===== src/rtl/first_fit_block_allocator_assert.svh =====
// Assertion macros used by the allocator top level.
`ifndef FIRST_FIT_BLOCK_ALLOCATOR_ASSERT_SVH
`define FIRST_FIT_BLOCK_ALLOCATOR_ASSERT_SVH

// Condition must hold at every clock edge outside reset.
`define FFBA_ASSERT_ALWAYS(lbl, cond, msg) \
    lbl: assert property (@(posedge clk) disable iff (!rst_n) (cond)) else $error(msg);

// Consequent must hold in the cycle after the antecedent.
`define FFBA_ASSERT_NEXT(lbl, ante, cons, msg) \
    lbl: assert property (@(posedge clk) disable iff (!rst_n) (ante) |=> (cons)) \
        else $error(msg);

`endif


===== src/rtl/ffba_pkg.sv =====
// Shared types and constants of the first-fit block allocator.
`default_nettype none
package ffba_pkg;

    localparam int OFF_W   = 33;
    localparam int ADDR_W  = 40;
    localparam int SIZE_W  = 32;
    localparam int ALIGN_W = 17;
    localparam int RND_W   = 34;
    localparam int STAT_W  = 2;
    localparam int TYPE_W  = 2;
    localparam int IN_W    = 96;
    localparam int OUT_W   = 112;
    localparam int CFG_IDX_W = 1;

    localparam int TABLE_ENTRIES_DEF = 64;

    localparam logic [ADDR_W-1:0] REGION_BASE_RST = 40'd4096;
    localparam logic [OFF_W-1:0]  POOL_CAP_RST    = 33'd1073741824;

    // Request kinds.
    localparam logic [TYPE_W-1:0] REQ_ALLOC = 2'd0;
    localparam logic [TYPE_W-1:0] REQ_FREE  = 2'd1;
    localparam logic [TYPE_W-1:0] REQ_CLEAR = 2'd2;

    // Status codes.
    localparam logic [STAT_W-1:0] ST_OK       = 2'd0;
    localparam logic [STAT_W-1:0] ST_ZERO     = 2'd1;
    localparam logic [STAT_W-1:0] ST_NOSPACE  = 2'd2;
    localparam logic [STAT_W-1:0] ST_NOTFOUND = 2'd3;

    // Configuration register indexes.
    localparam logic [CFG_IDX_W-1:0] CFG_REGION_BASE = 1'd0;
    localparam logic [CFG_IDX_W-1:0] CFG_POOL_CAP    = 1'd1;

    // One table entry as stored in the block table memory.
    typedef struct packed {
        logic [OFF_W-1:0] offset;
        logic [OFF_W-1:0] length;
        logic             is_free;
    } entry_t;

endpackage
`default_nettype wire


===== src/rtl/ffba_round.sv =====
// Rounds a size up to a multiple of the alignment with a bit-serial remainder unit.
`default_nettype none
module ffba_round (
    input  wire logic                          clk,
    input  wire logic                          rst_n,
    input  wire logic                          start,
    input  wire logic [ffba_pkg::SIZE_W-1:0]   size,
    input  wire logic [ffba_pkg::ALIGN_W-1:0]  align,
    output logic                               done,
    output logic      [ffba_pkg::RND_W-1:0]    rounded
);
    import ffba_pkg::*;

    localparam int CNT_W = $clog2(RND_W);

    logic [RND_W-1:0]   n_reg, n_next;
    logic [RND_W-1:0]   shift_reg, shift_next;
    logic [ALIGN_W-1:0] align_reg, align_next;
    logic [ALIGN_W-1:0] rem_reg, rem_next;
    logic [CNT_W-1:0]   cnt_reg, cnt_next;
    logic               run_reg, run_next;
    logic               done_reg, done_next;
    logic [ALIGN_W-1:0] align_eff;
    logic [ALIGN_W:0]   trial;

    // A zero alignment behaves as alignment one.
    assign align_eff = (align == '0) ? ALIGN_W'(1) : align;
    assign trial     = {rem_reg, shift_reg[RND_W-1]};

    // One restoring-division step per cycle on n = size + align - 1.
    always_comb
    begin
        n_next     = n_reg;
        shift_next = shift_reg;
        align_next = align_reg;
        rem_next   = rem_reg;
        cnt_next   = cnt_reg;
        run_next   = run_reg;
        done_next  = 1'b0;
        if (start)
        begin
            n_next     = RND_W'(size) + RND_W'(align_eff) - RND_W'(1);
            shift_next = RND_W'(size) + RND_W'(align_eff) - RND_W'(1);
            align_next = align_eff;
            rem_next   = '0;
            cnt_next   = '0;
            run_next   = 1'b1;
        end
        else if (run_reg)
        begin
            if (trial >= {1'b0, align_reg})
            begin
                rem_next = ALIGN_W'(trial - {1'b0, align_reg});
            end
            else
            begin
                rem_next = trial[ALIGN_W-1:0];
            end
            shift_next = {shift_reg[RND_W-2:0], 1'b0};
            cnt_next   = cnt_reg + CNT_W'(1);
            if (cnt_reg == CNT_W'(RND_W - 1))
            begin
                run_next  = 1'b0;
                done_next = 1'b1;
            end
        end
    end

    always_ff @(posedge clk or negedge rst_n)
    begin
        if (!rst_n)
        begin
            run_reg  <= 1'b0;
            done_reg <= 1'b0;
            cnt_reg  <= '0;
        end
        else
        begin
            run_reg  <= run_next;
            done_reg <= done_next;
            cnt_reg  <= cnt_next;
        end
    end

    always_ff @(posedge clk)
    begin
        n_reg     <= n_next;
        shift_reg <= shift_next;
        align_reg <= align_next;
        rem_reg   <= rem_next;
    end

    assign done    = done_reg;
    assign rounded = n_reg - RND_W'(rem_reg);

endmodule
`default_nettype wire


===== config.mk =====
export PLATFORM = sky130hd
export DESIGN_NAME = ffba_round
export DESIGN_NICKNAME = d
export VERILOG_FILES = /design/src/rtl/first_fit_block_allocator_assert.svh /design/src/rtl/ffba_pkg.sv /design/src/rtl/ffba_round.sv
export SDC_FILE = /design/constraint.sdc
export NUM_CORES = 1
export LEC_CHECK = 0
export BUFFER_PORTS_ARGS = -buffer_cell sky130_fd_sc_hd__buf_4
export CAP_MARGIN = 25
export CORE_ASPECT_RATIO = 1.5
export CORE_UTILIZATION = 50
export DETAILED_ROUTE_END_ITERATION = 10
export PLACE_DENSITY = 0.69
export SLEW_MARGIN = 20
export SYNTH_ARGS = -nofsm -noshare
export SYNTH_HDL_FRONTEND = slang
export SYNTH_SLANG_ARGS = --single-unit

===== constraint.sdc =====
create_clock -name clk -period 5.45 [get_ports clk]
set_clock_uncertainty 0.1 [all_clocks]
set_input_delay 0.8175 -clock clk [delete_from_list [all_inputs] [get_ports clk]]
set_output_delay 0.8175 -clock clk [all_outputs]
set_load 0.05 [all_outputs]

==> results.tsv, run 1 <==
stage	metric	value	unit
worst_setup_path	critical path fanouts, max	5	
global_routing	largest net degree at the start of global routing	63	
clock_tree	H-tree Lvls	3	
timing	crit path time final	4.80	ns
run_status	status	finished, final reports clean	
clock_tree	clock slew at reported path FFs	0.07	ns
job	max cap viols	0	
route	via count	6671	
route	DRT iter0 DRCs	288	
global_routing	number of global-route vias before repair	6417	
worst_setup_path	crit-path cells	ha_1 > fa_1 > nor2b_1 > o31ai_1 > a211oi_1 > or2_2 > a31oi_1 > o21ai_0 > nor4b_1 > xor2_1 > buf_4	
clock_tree	clock sink count	110	
timing	final worst-path cycle share	0.881	
clock_tree	CTS tree	built	
global_routing	initial antenna violation count	0	
placement	HPWL after detailed placement	15500	um
power_and_ir_drop	Power Dens Cells	329	mW/mm2
timing	Slew Viols, Final	0	
worst_setup_path	Top delay family on crit path	compound AO/OA/AOI/OAI gates	
clock_tree	CTS buffer count	9	
die	initial core utilization	0.509	
worst_setup_path	Startpoint Class	flip-flop	
clock_tree	hold buffers post-CTS	0	
logic_synthesis	Syn Nets	1069	
layout	commonest cells after routing, fill and taps aside	136 x inv_1, 91 x buf_4, 85 x ha_1, 85 x edfxtp_1, 73 x nor2_1	
route	total wire length	19400	um
die	Core ar.	0.0167	mm2
layout	Net count, final	1124	
clock_tree	Max clock buf depth	2	
worst_setup_path	Critical Path RT	4.53	ns
logic_synthesis	mean post-synth cell area	9.14	um2
power_and_ir_drop	Leakage Power	0.00423	uW
logic_synthesis	Yosys reg bits	110	
logic_synthesis	Synth warnings	0	
logic_synthesis	register area share after synthesis	0.364	
global_routing	grt total ovfl	0	
worst_setup_path	slowest cell on the critical path	o31ai_1	
timing	final setup vio count	0	
placement	Placer Congestion	0.884	
die	Die X	108	um
clock_tree	post-CTS sizing	0	
power_and_ir_drop	VDD IR-drop max	222	uV
layout	register cell area after layout	0.00309	mm2
layout	ant diodes	0	
worst_setup_path	CP arrival	3.88	ns
worst_hold_path	Hold Path Class	input port to asynchronous set/reset pin	
layout	area of the multi-input gates	0.00471	mm2
worst_setup_path	Reg2Reg Setup Slack	1.65	ns
worst_setup_path	worst flop-to-flop path startpoint	shift_reg[33]	
die	die area	0.0175	mm2
worst_setup_path	R2R cell count	12	
route	wire per inst	16.2	um
die	Rows	58	
clock_tree	setup repair bufs after CTS	0	
logic_synthesis	ys flop type	edfxtp_1	
die	I/O pins	87	
timing	worst-margin pin slew	0.878	ns
route	post-DR vias/cell	5.56	
worst_setup_path	worst path bufs/invs	1	
die	die extent in y	162	um
global_routing	first-pass GRT wire length	31300	um
logic_synthesis	number of synthesized flops with an enable pin	85	
timing	RSZ-0062 raised after global routing	no	
logic_synthesis	Distinct cells, synth	60	
layout	fraction of layout cells with a size suffix above 1	0.159	
worst_setup_path	Critical Path Sink Type	output port	
global_routing	GRT Total Usage	0.231	
clock_tree	Worst-Skew Late Latency	0.34	ns
placement	number of I/O port buffers	86	
logic_synthesis	asr flop ratio synth	0.0727	
timing	Fin. Hold Viols	0	
worst_setup_path	Largest stage delay, worst path	0.46	ns
worst_setup_path	Setup CP Type	flip-flop to output port	
timing	setup total negative slack	0	ns
logic_synthesis	Post-Syn Instances	929	
route	drt pass-1 iters	5	
layout	commonest non-fill, non-tap cell in the layout	inv_1	
layout	area grow syn2layout	12.6	%
route	ANT nets after route	0	
timing	relative max-transition margin	0.399	
clock_tree	Root Driver	clkbuf_16	
worst_setup_path	Crit Reg-Reg Endpoint	rem_reg[0]	
route	DRC viols	0	
logic_synthesis	post-synthesis cell area	0.00849	mm2
power_and_ir_drop	Power Total	3140	uW
timing	fmax	0.208	GHz
layout	Fill cells	1534	
-- worst register-to-register path, stage by stage (launching register included) --
cell,delay (ns)
edfxtp_1,0.45
inv_1,0.09
ha_1,0.24
fa_1,0.42
nor2b_1,0.13
o21a_1,0.15
o21ai_0,0.17
a211o_1,0.36
a31o_2,0.28
a21oi_2,0.39
buf_4,0.33
mux2_2,0.37
a211oi_1,0.22
-- report_power, final --
part	internal (uW)	switching [uW]
sequential	1090	73.9
combinational	481	835
clock	358	303
total	1930	1210
-- metrics by stage --
step / cell area [um2] / instances / hold WS [ns] / util / setup slack, ns
2_1_floorplan: 8490 / 929 / 0.375 / - / 1.06
3_3_place_gp: 9260 / 1183 / 0.402 / 0.555 / 0.781
3_5_place_dp: 9260 / 1183 / 0.405 / 0.555 / 0.719
4_1_cts: 9560 / 1199 / 0.174 / 0.573 / 0.663
5_1_grt: 9560 / 1199 / 0.176 / 0.573 / 0.390
6_report: 9560 / 1199 / 0.176 / 0.573 / 0.648
-- per-layer routing --
| metal | track usage | wire length (um) |
|---|---|---|
| met1 | 0.280 | 8150 |
| met5 | 0 | 0 |
| met3 | 0.0226 | 460 |
| met4 | 0.0737 | 419 |
| met2 | 0.422 | 10400 |
-- area by class of cell --
type	count	area share
clock buffer	9	0.0236
clock inverter	7	0.00772
inverter	136	0.0534
multi-input combinational	636	0.493
sequential	110	0.323
tap	210	0.0275
timing repair buffer	91	0.0714
-- cell families (layout without fill, tap and decap cells) --
group / count (synthesis) / count (layout) / share of synthesized area
adder cells (fa/ha/maj): 88 / 88 / 0.132
flip-flops: 110 / 110 / 0.364
AO/OA/AOI/OAI: 205 / 205 / 0.157
multiplexers: 48 / 48 / 0.0616
buffers and inverters: 183 / 243 / 0.0809
AND/OR/NAND/NOR: 230 / 230 / 0.137
XOR/XNOR: 65 / 65 / 0.0671
-- how the worst max path moves through the flow --
stage | from | end | slack (ns) | cells past startpoint
after CTS | rem_reg[0] | rounded[22] | 0.66 | 11
final | rem_reg[0] | rounded[22] | 0.65 | 11
after detailed placement | align[15] | shift_reg[27] | 0.72 | 17
after global routing | rem_reg[0] | rounded[22] | 0.39 | 11
after global placement | align[15] | shift_reg[27] | 0.78 | 17
after floorplan | n_reg[21] | rounded[33] | 1.06 | 8
-- synthesized netlist by cell type, types with 6 or more instances --
cell type,number,area [um2]
nor3_1,23,115
xor2_1,36,315
o21a_1,9,67.6
and3_1,6,37.5
dfxtp_1,17,340
nand2_1,37,139
mux2i_1,14,140
nand3_1,13,65.1
nor2_1,73,274
dfrtp_1,8,200
a21oi_1,53,265
a31oi_1,14,87.6
mux2_2,34,383
xnor2_1,29,254
or3_1,9,56.3
o21bai_1,6,45.0
o21ai_0,40,200
inv_1,136,510
a21o_1,21,158
nor2b_1,13,81.3
ha_1,85,1060
a211oi_1,24,180
nand4_1,19,119
clkbuf_1,45,169
edfxtp_1,85,2550
or2_2,6,37.5
No activity file was read; power rests on OpenSTA's default activity.
==> run 2, diff against run 1 <==
--- a/config.mk
+++ b/config.mk
@@ -10,4 +10,5 @@
 export CORE_ASPECT_RATIO = 1.5
 export CORE_UTILIZATION = 50
+export CTS_CLUSTER_DIAMETER = 200
 export DETAILED_ROUTE_END_ITERATION = 10
 export PLACE_DENSITY = 0.69
--- a/constraint.sdc
+++ b/constraint.sdc
@@ -3,3 +3,3 @@
 set_input_delay 0.8175 -clock clk [delete_from_list [all_inputs] [get_ports clk]]
 set_output_delay 0.8175 -clock clk [all_outputs]
-set_load 0.05 [all_outputs]
+set_load 0.01 [all_outputs]
==> results.tsv, run 2 (synthesis gave the netlist of run 1 again) <==
stage	metric	value	unit
run_status	status	finished, final reports clean	
global_routing	first-pass GRT wire length	31400	um
worst_setup_path	crit-path cells	ha_1 > nor2b_1 > o31ai_1 > a211oi_1 > or2_2 > a31oi_1 > o21ai_0 > nor4b_1 > xor2_1 > buf_4	
worst_setup_path	Critical Path Sink Type	output port	
clock_tree	clock slew at reported path FFs	0.07	ns
timing	worst-margin pin slew	0.950	ns
route	drt pass-1 iters	5	
worst_setup_path	R2R cell count	12	
job	max cap viols	0	
clock_tree	Worst-Skew Late Latency	0.35	ns
worst_setup_path	Crit Reg-Reg Endpoint	rem_reg[13]	
route	post-DR vias/cell	5.57	
die	die area	0.0175	mm2
layout	fraction of layout cells with a size suffix above 1	0.157	
worst_setup_path	worst flop-to-flop path startpoint	shift_reg[33]	
clock_tree	setup repair bufs after CTS	0	
layout	commonest non-fill, non-tap cell in the layout	inv_1	
worst_setup_path	critical path fanouts, max	5	
die	die extent in y	162	um
placement	HPWL after detailed placement	15500	um
clock_tree	H-tree Lvls	3	
timing	RSZ-0062 raised after global routing	no	
power_and_ir_drop	Seq pwr share	0.408	
worst_setup_path	CP arrival	3.72	ns
power_and_ir_drop	Power Total	2850	uW
worst_hold_path	Hold Path Class	input port to asynchronous set/reset pin	
layout	ant diodes	0	
placement	Placer Congestion	0.877	
clock_tree	Max clock buf depth	2	
power_and_ir_drop	Pint	1920	uW
power_and_ir_drop	Clk pwr share	0.228	
power_and_ir_drop	Leakage Power	0.00422	uW
worst_setup_path	Top delay family on crit path	compound AO/OA/AOI/OAI gates	
global_routing	grt total ovfl	0	
die	I/O pins	87	
timing	crit path time final	4.63	ns
layout	Fill cells	1508	
power_and_ir_drop	combinational fraction of design power	0.364	
worst_setup_path	worst path bufs/invs	1	
timing	final setup vio count	0	
global_routing	GRT Total Usage	0.234	
clock_tree	post-CTS sizing	0	
layout	Core Util, Final	0.572	
power_and_ir_drop	sw frac	0.327	
global_routing	initial antenna violation count	0	
route	wire per inst	16.2	um
timing	relative max-transition margin	0.350	
die	Rows	58	
worst_setup_path	critical path depth	10	
clock_tree	CTS buffer count	9	
layout	post-route cell area	0.00955	mm2
global_routing	largest net degree at the start of global routing	61	
timing	fmax	0.216	GHz
layout	Net count, final	1124	
route	ANT nets after route	0	
worst_setup_path	Largest stage delay, worst path	0.43	ns
timing	Fin. Hold Viols	0	
power_and_ir_drop	sw power	934	uW
die	initial core utilization	0.509	
route	total wire length	19400	um
worst_setup_path	slowest cell on the critical path	edfxtp_1	
clock_tree	Root Driver	clkbuf_16	
layout	commonest cells after routing, fill and taps aside	136 x inv_1, 91 x buf_4, 85 x ha_1, 85 x edfxtp_1, 73 x nor2_1	
route	DRT iter0 DRCs	362	
worst_setup_path	Setup CP Type	flip-flop to output port	
worst_setup_path	Startpoint Class	flip-flop	
worst_setup_path	Reg2Reg Setup Slack	1.88	ns
timing	final worst-path cycle share	0.850	
clock_tree	CTS tree	built	
layout	area grow syn2layout	12.5	%
placement	placed cell areas	0.00926	mm2
placement	number of I/O port buffers	86	
global_routing	number of global-route vias before repair	6344	
route	DRC viols	0	
power_and_ir_drop	Power Dens Cells	299	mW/mm2
clock_tree	hold buffers post-CTS	0	
power_and_ir_drop	VDD IR-drop max	149	uV
die	Die X	108	um
timing	final hold slack	0.176	ns
clock_tree	clock sink count	110	
timing	setup total negative slack	0	ns
die	Core ar.	0.0167	mm2
timing	Slew Viols, Final	0	
worst_setup_path	Critical Path RT	4.53	ns
route	via count	6680	
[run 2: metal layers]
metal / up-vias / track usage / wire length [um]
met1: 3152 / 0.290 / 8140
li1: 3387 / - / -
met4: 0 / 0.0694 / 296
met3: 18 / 0.0178 / 555
met5: - / 0 / 0
met2: 123 / 0.427 / 10400
[run 2: metrics by stage]
step           cells  setup WS [ns]
2_1_floorplan    929           1.30
3_3_place_gp    1183          0.766
3_5_place_dp    1183          0.694
4_1_cts         1199          0.781
5_1_grt         1199          0.533
6_report        1199          0.816
[run 2: power groups by stage]
stage          combinational [uW]  sequential [uW]  clock (uW)
2_1_floorplan                 690             1140           0
3_3_place_gp                 1030             1180           0
3_5_place_dp                 1040             1180           0
4_1_cts                      1040             1170         670
5_1_grt                      1150             1180         697
6_report                     1040             1170         651
[run 2: worst register-to-register path, stage by stage (launching register included)]
cell and delay, ns:
edfxtp_1 0.44, inv_1 0.10, ha_1 0.23, fa_1 0.41
nor2b_1 0.13, o21a_1 0.15, o21ai_0 0.19, a211o_1 0.37
a31o_2 0.28, a21oi_2 0.30, buf_4 0.35, o2111ai_1 0.16
a311oi_1 0.27
[run 2: how the worst max path moves through the flow]
| stage | startpoint | to |
|---|---|---|
| 3_3_place_gp | align[15] | shift_reg[27] |
| 6_report | n_reg[2] | rounded[22] |
| 3_5_place_dp | align[15] | shift_reg[27] |
| 2_1_floorplan | align[3] | shift_reg[19] |
| 4_1_cts | rem_reg[0] | rounded[22] |
| 5_1_grt | rem_reg[0] | rounded[22] |
[run 2: area by class of cell]
cell class	instances	area, um2	share of cell area
Multi-Input combinational cell	636	4710	0.493
Sequential cell	110	3090	0.324
Timing Repair Buffer	91	683	0.0715
Inverter	136	510	0.0534
Tap cell	210	263	0.0275
Clock buffer	10	229	0.0240
Clock inverter	6	62.6	0.00655
