### config.mk
export PLATFORM = sky130hd
export DESIGN_NAME = ffba_ram
export DESIGN_NICKNAME = d
export VERILOG_FILES = /design/src/rtl/first_fit_block_allocator_assert.svh /design/src/rtl/ffba_ram.sv
export SDC_FILE = /design/constraint.sdc
export NUM_CORES = 1
export LEC_CHECK = 0
export CORE_MARGIN = 5
export CORE_UTILIZATION = 51
export CTS_CLUSTER_DIAMETER = 60
export CTS_CLUSTER_SIZE = 20
export DETAILED_ROUTE_END_ITERATION = 8
export DONT_BUFFER_PORTS = 1
export GPL_TIMING_DRIVEN = 0
export HOLD_SLACK_MARGIN = 0.05
export PLACE_DENSITY = 0.76
export SLEW_MARGIN = 20
export SYNTH_ARGS = -nofsm -noshare
export SYNTH_HDL_FRONTEND = slang
export SYNTH_SLANG_ARGS = --single-unit
### constraint.sdc
create_clock -name clk -period 3.88 [get_ports clk]
set_input_delay 0.97 -clock clk [delete_from_list [all_inputs] [get_ports clk]]
set_output_delay 0.97 -clock clk [all_outputs]
set_load 0.01 [all_outputs]
### src/rtl/first_fit_block_allocator_assert.svh
// Assertion macros used by the allocator top level.
`ifndef FIRST_FIT_BLOCK_ALLOCATOR_ASSERT_SVH
`define FIRST_FIT_BLOCK_ALLOCATOR_ASSERT_SVH

// Condition must hold at every clock edge outside reset.
`define FFBA_ASSERT_ALWAYS(lbl, cond, msg) \
    lbl: assert property (@(posedge clk) disable iff (!rst_n) (cond)) else $error(msg);

// Consequent must hold in the cycle after the antecedent.
`define FFBA_ASSERT_NEXT(lbl, ante, cons, msg) \
    lbl: assert property (@(posedge clk) disable iff (!rst_n) (ante) |=> (cons)) \
        else $error(msg);

`endif

### src/rtl/ffba_ram.sv
// Generic simple dual-port RAM with one write port and a registered read port.
`default_nettype none
module ffba_ram #(
    parameter int WIDTH = 8,
    parameter int DEPTH = 64
) (
    input  wire logic                     clk,
    input  wire logic                     we,
    input  wire logic [$clog2(DEPTH)-1:0] waddr,
    input  wire logic [WIDTH-1:0]         wdata,
    input  wire logic                     re,
    input  wire logic [$clog2(DEPTH)-1:0] raddr,
    output logic      [WIDTH-1:0]         rdata
);

    logic [WIDTH-1:0] mem [DEPTH];
    logic [WIDTH-1:0] rdata_reg;

    // Write port.
    always_ff @(posedge clk)
    begin
        if (we)
        begin
            mem[waddr] <= wdata;
        end
    end

    // Registered read port.
    always_ff @(posedge clk)
    begin
        if (re)
        begin
            rdata_reg <= mem[raddr];
        end
    end

    assign rdata = rdata_reg;

endmodule
`default_nettype wire

==> results of run 1 <==
-- power by group --
| group | leakage (nW) | internal, mW | switching (mW) |
|---|---|---|---|
| sequential | 4.69 | 6.22 | 0.0156 |
| combinational | 1.45 | 0.207 | 0.293 |
| clock | 0.410 | 1.46 | 1.73 |
| total | 6.55 | 7.88 | 2.04 |
-- metrics by stage --
| stage | cells | util (%) | setup WS (ns) | hold WS [ns] | instance area [µm²] |
|---|---|---|---|---|---|
| after floorplan | 940 | - | 1.10 | 0.797 | 20200 |
| after global placement | 1465 | 52.9 | 0.0656 | 1.00 | 20900 |
| after detailed placement | 1465 | 52.9 | 0.0576 | 1.01 | 20900 |
| after CTS | 1508 | 55.0 | 0.673 | 0.451 | 21800 |
| after global routing | 1508 | 55.0 | 0.458 | 0.449 | 21800 |
| final | 1508 | 55.0 | 0.555 | 0.466 | 21800 |
-- logic make-up (layout without fill, tap and decap cells) --
logic type / count (synthesis) / in the layout / share of synthesized area [%]
AO/OA/AOI/OAI: 54 / 54 / 2.06
buffers and inverters: 51 / 94 / 1.56
AND/OR/NAND/NOR: 153 / 153 / 3.37
multiplexers: 162 / 162 / 15.9
flip-flops: 520 / 520 / 77.1
-- final cells by class --
cell class,count,area share [%]
buffer,51,1.45
clock buffer,35,3.63
clock inverter,8,0.270
multi-input combinational,369,19.9
sequential,520,71.7
tap,525,3.02
-- placed cells by master (no fill, tap or decap), drive strengths merged, types with 8 or more instances in the layout --
cell,n
o221ai,8
mux4,126
nand2,19
mux2i,23
buf,34
o22ai,8
mux2,13
edfxtp,520
clkbuf,52
nand3,13
nor2,83
nor2b,14
-- metal layers --
metal | up-vias | share of wire, %
met1 | 5056 | 38
met3 | 97 | 12
met4 | 8 | 3.0
li1 | 3975 | -
met2 | 633 | 47
met5 | - | 0.13
-- how the worst max path moves through the flow --
stage / from / to / cells after the start
floorplan: raddr[1] / rdata[3]$_DFFE_PP_ / 7
global placement: raddr[1] / rdata[3]$_DFFE_PP_ / 9
detailed placement: raddr[1] / rdata[6]$_DFFE_PP_ / 8
CTS: raddr[1] / rdata[3]$_DFFE_PP_ / 9
global route: raddr[1] / rdata[6]$_DFFE_PP_ / 8
finish: raddr[1] / rdata[3]$_DFFE_PP_ / 9
==> impl_summary.md, run 1 <==
STA
The final hold violation count was 0. On the final layout, the worst clock skew is 0.0119 ns. The number of setup violations in the final report is 0. Setup repair after global routing left no endpoint under its margin. The relative slew slack is 34.4%. Counting I/O delays and the setup requirement, the final critical path takes 3.33 ns. The number of pins exceeding their max-slew limit in the final report is 0. The peak clock frequency supported by timing is 301 MHz. The measured slew at the worst slew-check pin is 0.984 ns. For the final routed database, the setup TNS stands at 0 ns.

The worst path uses 85.7% of the clock period.

CTS
TritonCTS created 31 clock buffers. The CTS tree is built. The post-cts gate resize count is 0.

No sink is reached through more buffers than the 3 on the longest clock path. The hold-fix buffer count after cts is 0. The count of buffers added by post-CTS timing repair for setup is 0.

The root buffer cell is sky130_fd_sc_hd__clkbuf_16. After clock tree synthesis, the clock-pin slew on the worst setup and hold paths is 0.08 ns. The source-to-sink clock delay at the later pin of the worst-skew pair is 0.60 ns.

The number of clock sinks seen by CTS is 520. In this run the number of H-tree levels came out at 1.

Worst setup path
The number of buffers and inverters on the critical path is 4. The family of cells with the greatest summed delay on the critical path is buffers and inverters. The worst-case reg-to-reg path depth is 5. The startpoint of the most critical register-to-register path is mem[21][6]$_DFFE_PP_.

For flop-to-flop paths, the worst setup slack is 1.58 ns. The launching element type of the critical path is an input port. The arrival time of the worst setup path is 3.64 ns.

The largest stage delay on the critical path is 0.47 ns. The largest fanout on the critical path is 10. The signal on the critical path passes through buf_4 -> buf_2 -> buf_4 -> buf_2 -> nand3_1 -> o221ai_1 -> a21oi_1 -> o21ai_1 -> o41ai_1.

The master of the slowest instance on the critical path is sky130_fd_sc_hd__o221ai_1. The worst setup path is captured at a flip-flop. Data on the critical path is required at its endpoint by 4.19 ns. The critical path start-end classification is input port to flip-flop. The endpoint identified for the worst register-to-register timing path is rdata[6]$_DFFE_PP_.

Placed design
Detailed placement ended at an HPWL of 29200 µm. In this run the tool buffered the top-level ports with 0 buffer cells. The final estimated routing congestion in global placement is 0.914.

Finish
The combined area of the multi-input logic cells is 4330 µm². The relative area change from synthesis to final layout is 7.49%. The number of inserted filler cells in the final layout is 2842. The number of inserted diodes is 0.

After the last flow step, the layout net total stands at 996. The sequential cell area is 15600 µm². In the final layout, the share of cells above drive strength 1 is 21.5%. The register with the most flip-flops in the layout has 512 of them.

Global route
The most crowded layer after global routing is met2. The number of global-route vias before repair was 9862. The first global-routing pass estimated 67400 µm of wire. For this run, global-route usage on met2 was measured as 32.5%.

Summed over all layers, the global routing overflow is 0. The number of antenna violations at the first check in global routing was 4. The combined global-route utilization of all metal layers is 21.0%. The largest net degree at the start of global routing is 65.

The met3 usage is 6.13%. The met1 track demand over resource is 29.7%.

Power
IR analysis of the VDD net gives a maximum drop of 0.000295 V. The analysis attributes to cell leakage a power of 6.55 nW. The power consumption is 9.92 mW. Power spread over the standard cell area amounts to 456 nW/µm².

Logic synthesis
Counting flops with a built-in enable in the synthesized netlist gives 520. The area share of the largest cell type after synthesis is 77.1%. Yosys mapped the design onto 39 distinct sky130hd cell types. Synthesis produced 940 cells. For this run, asynchronously set or reset flops after synthesis account for 0%. sky130_fd_sc_hd__edfxtp_1 is the most common cell in the netlist. The total standard cell area after synthesis is 20200 µm². The warning count from the yosys run is 0. Ranked by total cell area, the synthesized netlist is headed by sky130_fd_sc_hd__edfxtp_1 (77%), sky130_fd_sc_hd__mux4_2 (14%), sky130_fd_sc_hd__nor2_1 (1.5%). The sequential cell area fraction in the yosys report is 77.1%. The predominant post-synthesis flop cell is sky130_fd_sc_hd__edfxtp_1. Summed over all instances, the cell type with the most area after synthesis is sky130_fd_sc_hd__edfxtp_1. The register bit count reported by yosys is 520. In the synthesized netlist, the cells that appear most often are sky130_fd_sc_hd__edfxtp_1 (520), sky130_fd_sc_hd__mux4_2 (126), sky130_fd_sc_hd__nor2_1 (83), sky130_fd_sc_hd__mux2i_1 (23), sky130_fd_sc_hd__nand2_1 (19). The mean area per synthesized cell is 21.5 µm². The synthesized net count is 963.

Floorplanning
The horizontal extent of the die is 209 µm. The cell row count is 73. The initial core utilization is 51.2%. The y dimension of the die is 209 µm.

The floorplan step defined a die boundary enclosing 43800 µm². In this run the standard cell core region covers 39500 µm². 31 I/O pins were placed.

Min path
Counting instances, the worst hold path has a depth of 0. The path with the worst hold slack has its endpoint at mem[9][4]$_DFFE_PP_. The startpoint identified for the worst hold timing path is wdata[4]. The type of the most critical hold path is input port to flip-flop.

Drt
In this run the remaining antenna-violating nets after routing total 0. The aggregate routed wire length is 46000 µm. The count of routing violations after the opening detailed-route iteration is 1493. The via-per-instance ratio is 6.48. The routed wirelength normalized by instance count is 30.5 µm. After detailed routing, the number of remaining DRC violations is 0. The routed layout has 9769 vias. The number of optimization iterations in the first detailed-route pass is 5.

Job
Across the run, the number of max-cap violations was 0.

Run status
The run finished with clean final reports.
(Power assumes the default switching activity.)
==> inputs of run 2 (changes only) <==
- CORE_ASPECT_RATIO: unset -> 1.4
==> impl_summary.md, run 2 (same netlist as run 1, synthesis figures left out) <==
Worst setup path
Walking the worst path, the cells encountered are buf_4 -> buf_2 -> buf_1 -> nand2_1 -> a211oi_1 -> nor4_1 -> nor3_1 -> o32ai_1. Counting cells, the worst reg-to-reg path comes to 4. In this design, the stage delay of the slowest critical-path cell is 0.83 ns. The setup path with the least slack is of type input port to flip-flop. The largest individual stage delay along the critical path comes from the cell sky130_fd_sc_hd__buf_1. The required time at the worst-slack endpoint is 4.18 ns.

The worst setup path is captured at a flip-flop. At the worst endpoint, the arrival time is 3.49 ns. The worst setup path is launched from an input port. The worst register-to-register path begins at mem[0][5]$_DFFE_PP_. In this design, the largest share of critical-path delay is due to buffers and inverters.

In this run the worst path has a maximum fanout of 10. The critical path contains buffers and inverters numbering 3 combined. The worst register-to-register path has a setup slack of 1.63 ns. In this run the number of cells on the critical path is 8. The endpoint of the most critical register-to-register path is rdata[5]$_DFFE_PP_.

Job
Across the run, the number of max-cap violations was 0.

Global route
Summed over all layers, the global routing overflow is 0. Entering global routing, the biggest net connects 65 pins. The combined global-route utilization of all metal layers is 21.1%. The wire length of the first global-routing pass is 66200 µm.

The number of antenna violations at the first check in global routing was 1. The number of global-route vias before repair is 9739.

STA
The number of pins exceeding their max-slew limit in the final report came to 0. After layout, the worst path uses 82.3% of the clock period. The clock period could shrink to 3.19 ns. Setup repair after global routing left no endpoint under its margin. For the pin with the worst max-slew slack, the measured transition is 1.05 ns.

The setup TNS is 0 ns. Across the routed clock network, the largest skew measured is 0.0107 ns. The peak clock frequency supported by timing is 313 MHz.

The relative slew slack is 30.2%. Setup violations remaining at the end of the flow were counted as 0. The final hold violation count came to 0.

CTS
In this run the deepest clock path goes through 3 buffers. Post-CTS timing repair inserted 0 buffers for setup. In this run, CTS created clock tree buffers numbering 30.

The number of gates resized after CTS was 0. At the later pin of the worst-skew pair, clock insertion delay measures 0.59 ns. The H-tree depth reported by CTS is 1. The clock edge transition at the registers on the reported setup and hold paths is 0.08 ns.

The root buffer cell is sky130_fd_sc_hd__clkbuf_16. TritonCTS built the clock tree. The hold-fix buffer count after cts is 0. The number of clock sinks seen by CTS is 520.

Drt
The final layout contains routed wiring with a total length of 45600 µm. The via-per-instance ratio is 6.36. For this block, the via count after detailed routing is 9589. Dividing the detail-routed wire length by the instance count gives 30.3 µm. The number of optimization iterations in the first detailed-route pass is 5.

In the routed design, unresolved DRC markers number 0. The count of routing violations after the opening detailed-route iteration is 1295. Once detail routing completed, the nets flagged for antenna violations numbered 0.

Floorplanning
In this run the core area contains 86 standard-cell rows. The horizontal extent of the die is 178 µm. The initial utilization of the core area, before any placement, comes to 51.6%. The total area inside the core boundary comes to 39300 µm². 31 I/O pins were placed. The y dimension of the die is 246 µm. The die covers 43800 µm².

Power
The switching portion of total power is 20.2%. Internal power comes to 7.86 mW. Power spread over the standard cell area amounts to 453 nW/µm². Of the total power, combinational logic draws 5.0%. For this design the total switching power over the nets is 1.99 mW. The clock share of power is 31.6%. The sequential share of power is 63.3%.

VDD sags by at most 0.000343 V. For this design the static power due to leakage is 6.54 nW.

Min path
The type of the most critical hold path is input port to flip-flop. The worst hold path terminates at mem[55][7]$_DFFE_PP_. The number of stages on the worst hold path is 0. In this run the most critical hold path is launched from wdata[7].

Finish
Summing all flip-flop and latch instances after layout gives 15600 µm². The number of nets at the end of the flow is 995. The most common cell after layout, fill and taps aside is sky130_fd_sc_hd__edfxtp_1. Relative to the synthesized area, the layout overhead comes to 7.34%.

Summing all non-filler instances in the final layout gives an area of 21700 µm². The flip-flop count of the largest register after layout is 512. The library cells used most frequently in the layout, excluding fill and tap cells, are sky130_fd_sc_hd__edfxtp_1 (520), sky130_fd_sc_hd__mux4_2 (126), sky130_fd_sc_hd__nor2_1 (83), sky130_fd_sc_hd__clkbuf_16 (31), sky130_fd_sc_hd__mux2i_1 (23). The filler cells instantiated in the layout total 2845. The combined area of the multi-input logic cells is 4330 µm².

Cells with a size suffix above 1 make up 21.1% of the layout.

Placed design
The count of buffers added on input and output ports is 0. The final HPWL from detailed placement is 30100 µm. The final estimated routing congestion in global placement is 0.939. The instance area after placement is 20900 µm².

Run status
The run finished with clean final reports.
## run 2: changes by cell type in the layout (fill, tap and decap cells not counted)
cell	change
sky130_fd_sc_hd__clkbuf_1	-2
sky130_fd_sc_hd__clkinv_1	+2
sky130_fd_sc_hd__clkinv_2	-1
sky130_fd_sc_hd__clkinv_4	+1
sky130_fd_sc_hd__clkinvlp_4	-2
sky130_fd_sc_hd__diode_2	+1
sky130_fd_sc_hd__inv_6	-3
## run 2: layer usage
metal | GRT usage (%) | wire (µm) | vias up
met2 | 36.1 | 23700 | 521
met1 | 26.4 | 15900 | 4986
met4 | 9.08 | 2240 | 2
li1 | - | - | 3969
met3 | 3.97 | 3770 | 111
met5 | 0 | 20 | -
## run 2: worst max path at each step
stage / startpoint / to / slack, ns
final: raddr[1] / rdata[6]$_DFFE_PP_ / 0.69
after floorplan: raddr[1] / rdata[3]$_DFFE_PP_ / 1.10
after CTS: raddr[1] / rdata[6]$_DFFE_PP_ / 0.77
after detailed placement: raddr[1] / rdata[6]$_DFFE_PP_ / 0.15
after global routing: raddr[1] / rdata[3]$_DFFE_PP_ / 0.66
after global placement: raddr[1] / rdata[7]$_DFFE_PP_ / 0.16
## run 2: stage by stage
| step | instances | hold WS, ns | util (%) | power [mW] | setup WS [ns] |
|---|---|---|---|---|---|
| 6_report | 1507 | 0.479 | 55.3 | 9.84 | 0.687 |
| 5_1_grt | 1506 | 0.448 | 55.3 | 10.1 | 0.658 |
| 4_1_cts | 1506 | 0.452 | 55.3 | 9.88 | 0.773 |
| 3_5_place_dp | 1468 | 0.969 | 53.3 | 6.86 | 0.148 |
| 3_3_place_gp | 1468 | 0.965 | 53.2 | 6.85 | 0.161 |
| 2_1_floorplan | 940 | 0.797 | - | 6.69 | 1.10 |
## run 2: power by group through the flow
| stage | logic [mW] | clock network (mW) | registers (mW) |
|---|---|---|---|
| finish | 0.495 | 3.11 | 6.23 |
| global placement | 0.486 | 0 | 6.36 |
| detailed placement | 0.492 | 0 | 6.36 |
| global route | 0.513 | 3.37 | 6.24 |
| CTS | 0.493 | 3.15 | 6.23 |
| floorplan | 0.332 | 0 | 6.36 |
## run 2: final cells by class
cell class	count	area share [%]
well taps	528	3.04
clock buffers	33	3.60
flip-flops and latches	520	71.9
clock inverters	5	0.132
plain buffers	51	1.46
multi-input cells	369	19.9
diodes	1	0.0115
==> inputs of run 3 (changes only) <==
- ABC_AREA: unset -> 1
- PLACE_DENSITY: 0.76 -> 0.79
- clock period: 3.88 -> 2.65 ns (I/O delays scaled with it)
==> impl_summary.md, run 3 <==
Run status
The flow ran to the end, and the final reports show no timing, DRC or antenna violations.

CTS
In this run, post-CTS hold repair placed 0 buffers. CTS built an H-tree with a depth of 1. CTS saw 520 sinks. After clock tree synthesis, the clock-pin slew on the worst setup and hold paths is 0.09 ns. The number of CTS-inserted buffers is 31. The root buffer cell is sky130_fd_sc_hd__clkbuf_16.

The CTS tree is built. For the worst-skew pair, the clock arrives at the later sink with an insertion delay of 0.60 ns. After clock tree synthesis, the setup repair step added 0 buffers. Counting along the longest clock path gives a buffer depth of 3.

The post-cts gate resize count is 0.

Logic synthesis
The most used standard cell by instance count after synthesis is sky130_fd_sc_hd__nand2_1. By area, the combinational part of the netlist is dominated by simple AND/OR/NAND/NOR gates. The adder and majority gate portion of the synthesized area is 0%. In this run the biggest area consumer among cell types represents 72.9% of the synthesized area. The predominant post-synthesis flop cell is sky130_fd_sc_hd__edfxtp_1. Counting flops and latches in the post-synthesis netlist gives 520. After Yosys synthesis, and, or, nand and nor cells account for 23.1% of the synthesized area.

The total standard cell area after synthesis is 21400 µm². By area the synthesized netlist is led by sky130_fd_sc_hd__edfxtp_1 (73%), sky130_fd_sc_hd__nand2_1 (11%), sky130_fd_sc_hd__nand3_1 (10%). A synthesized cell averages 11.9 µm².

The synthesized net count is 1828. The share of synthesized registers carrying an async set or reset is 0%. Measured against the total synthesized area, the mux share comes to 0%. The post-synthesis cell type count is 15. Ranked by instance count, the synthesized netlist is headed by sky130_fd_sc_hd__nand2_1 (648), sky130_fd_sc_hd__edfxtp_1 (520), sky130_fd_sc_hd__nand3_1 (439), sky130_fd_sc_hd__nor2_1 (56), sky130_fd_sc_hd__buf_2 (37). Summed over all instances, the cell type with the most area after synthesis is sky130_fd_sc_hd__edfxtp_1. During synthesis, Yosys emitted a total of 0 warnings. The number of synthesized flops with an enable pin is 520. The xor/xnor cell area share of the yosys netlist is 0%.

The post-synthesis compound-gate area fraction is 0%. Summing the sequential cell areas from Yosys gives 72.9% of the chip area. Synthesis produced 1805 cells.

Finish
Summing all non-filler instances in the final layout gives an area of 23000 µm². The fraction of layout instances using a drive strength above 1 is 7.62%. The repair_antennas step left the layout with diodes totalling 0. The most common cell after layout, fill and taps aside is sky130_fd_sc_hd__nand2_1. The utilization of the core after routing is 55.6%. Summing all flip-flop and latch instances after layout gives 15600 µm².

The register with the most flip-flops in the layout has 512 of them. In the final layout, the multi-input gates occupy 5000 µm². From synthesis to final layout, the design area changed by 7.45%. The number of inserted filler cells in the final layout is 3354. In the layout the commonest cells are sky130_fd_sc_hd__nand2_1 (648), sky130_fd_sc_hd__edfxtp_1 (520), sky130_fd_sc_hd__nand3_1 (439), sky130_fd_sc_hd__nor2_1 (56), sky130_fd_sc_hd__buf_2 (45). At the end of the flow, the number of nets in the layout was 1869.

Worst setup path
The worst-case reg-to-reg path depth is 8. The largest fanout on the critical path is 9. The critical path capture point is mem[40][6]$_DFFE_PP_. The arrival time of the worst setup path is 2.72 ns. In this run the register-to-register setup slack is 1.07 ns.

The worst register-to-register path begins at mem[23][0]$_DFFE_PP_. The worst setup path is captured at a flip-flop. The endpoint of the most critical register-to-register path is rdata[0]$_DFFE_PP_.

The worst setup path is launched from an input port. The required time at the worst-slack endpoint is 2.86 ns. The critical path starts at waddr[1]. The critical path start-end classification is input port to flip-flop.

Drt
The detailed router finished its first iteration with 1994 violations. The via-per-instance ratio is 6.02. The antenna violation net count after detailed routing is 0. The remaining design rule violation count is 0. The aggregate routed wire length is 61200 µm. The number of optimization iterations in the first detailed-route pass is 7. Dividing the detail-routed wire length by the instance count gives 25.6 µm. The number of vias after detailed routing is 14400.

Floorplanning
The I/O pin count is 31. The overall die area is 46300 µm². The area of the core is 41400 µm². The initial utilization of the core area, before any placement, comes to 51.7%. The y dimension of the die is 252 µm. The die is 183 µm wide. The initialized floorplan defines 88 standard-cell rows.

Power
The power consumption is 14.8 mW. Dividing total power by cell area gives a power density of 643 nW/µm². IR analysis of the VDD net gives a maximum drop of 0.000528 V. The reported leakage power is 8.19 nW.

Global route
The first global-routing pass estimated 89100 µm of wire. The number of antenna violations at the first check in global routing is 2. After global routing the overflow that remains totals 0. The number of global-route vias before repair was 14000. The largest net degree at the start of global routing is 65. Global routing used 26.0% of the available tracks across all layers.

Placed design
The instance area after placement is 22200 µm². The placement-stage worst setup slack is -0.334 ns. The final estimated routing congestion in global placement is 1.00. Port buffering added 0 buffers.

Detailed placement ended at an HPWL of 42100 µm.

STA
After layout, the worst setup slack is 0.138 ns. The number of pins exceeding their max-slew limit in the final report is 0. The measured slew at the worst slew-check pin is 1.07 ns. Setup repair after global routing left no endpoint under its margin.

Static timing analysis puts the maximum clock frequency at 398 MHz. The maximum clock skew at final layout is 0.0169 ns. The number of setup violations in the final report is 0.

The relative slew slack is 28.2%. The final hold violation count is 0. The post-route minimum period is 2.51 ns. Adding up every negative setup slack in the final design gives 0 ns. The ratio of final minimum period to clock period is 94.8%.

Job
Across the run, the number of max-cap violations was 0.

Min path
The type of the most critical hold path is input port to flip-flop.
-- run 3: changes by cell type after synthesis, moves of 8 or more --
| cell | previous run | this run |
|---|---|---|
| sky130_fd_sc_hd__nand3_1 | 13 | 439 |
| sky130_fd_sc_hd__nand2_1 | 19 | 648 |
| sky130_fd_sc_hd__mux2_2 | 13 | 0 |
| sky130_fd_sc_hd__buf_6 | 4 | 35 |
| sky130_fd_sc_hd__mux4_2 | 126 | 0 |
| sky130_fd_sc_hd__nor2_1 | 83 | 56 |
| sky130_fd_sc_hd__nor2b_1 | 14 | 0 |
| sky130_fd_sc_hd__buf_2 | 11 | 37 |
| sky130_fd_sc_hd__mux2i_1 | 23 | 0 |
| sky130_fd_sc_hd__o22ai_1 | 8 | 0 |
| sky130_fd_sc_hd__o221ai_1 | 8 | 0 |
| sky130_fd_sc_hd__inv_1 | 0 | 10 |
-- run 3: cell type report --
type                    instances  share of cell area (%)
flip-flops and latches        520                    67.8
well taps                     540                    2.94
inverters                      12                   0.217
plain buffers                 113                    3.51
clock inverters                 6                   0.217
clock buffers                  32                    3.39
multi-input cells            1160                    21.7
repair buffers                  8                   0.174
-- run 3: power breakdown --
part	switching [mW]	total, mW	internal, mW	leakage [nW]
logic	0.737	1.03	0.291	3.09
registers	0.0234	9.13	9.11	4.69
clock network	2.54	4.65	2.11	0.408
-- run 3: per-stage QoR --
stage               std cells  hold WS (ns)
floorplan                1805         0.761
global placement         2345         0.770
detailed placement       2353         0.767
CTS                      2391         0.138
global route             2391         0.143
finish                   2391         0.162
-- run 3: worst min-delay path by stage --
| stage | to | cells past startpoint | slack [ns] | startpoint |
|---|---|---|---|---|
| floorplan | mem[0][0]$_DFFE_PP_ | 0 | 0.76 | wdata[0] |
| global placement | mem[56][0]$_DFFE_PP_ | 0 | 0.77 | wdata[0] |
| detailed placement | mem[38][5]$_DFFE_PP_ | 0 | 0.77 | wdata[5] |
| CTS | mem[38][5]$_DFFE_PP_ | 0 | 0.14 | wdata[5] |
| global route | mem[49][0]$_DFFE_PP_ | 0 | 0.14 | wdata[0] |
| finish | mem[49][0]$_DFFE_PP_ | 0 | 0.16 | wdata[0] |
-- run 3: worst max-delay path: stages --
cell and delay, ns:
sky130_fd_sc_hd__clkbuf_1 0.22, sky130_fd_sc_hd__inv_1 0.33, sky130_fd_sc_hd__nand4_1 0.60, sky130_fd_sc_hd__nor2_1 0.91
-- run 3: per-layer routing --
layer	global-route usage, %	share of wire, %
met5	0	0.054
met2	44.9	50
met3	4.06	9.1
met4	14.8	7.0
met1	31.0	34
-- run 3: kinds of logic after synthesis --
group / Yosys count
AND/OR/NAND/NOR: 1160
flip-flops: 520
buffers and inverters: 125
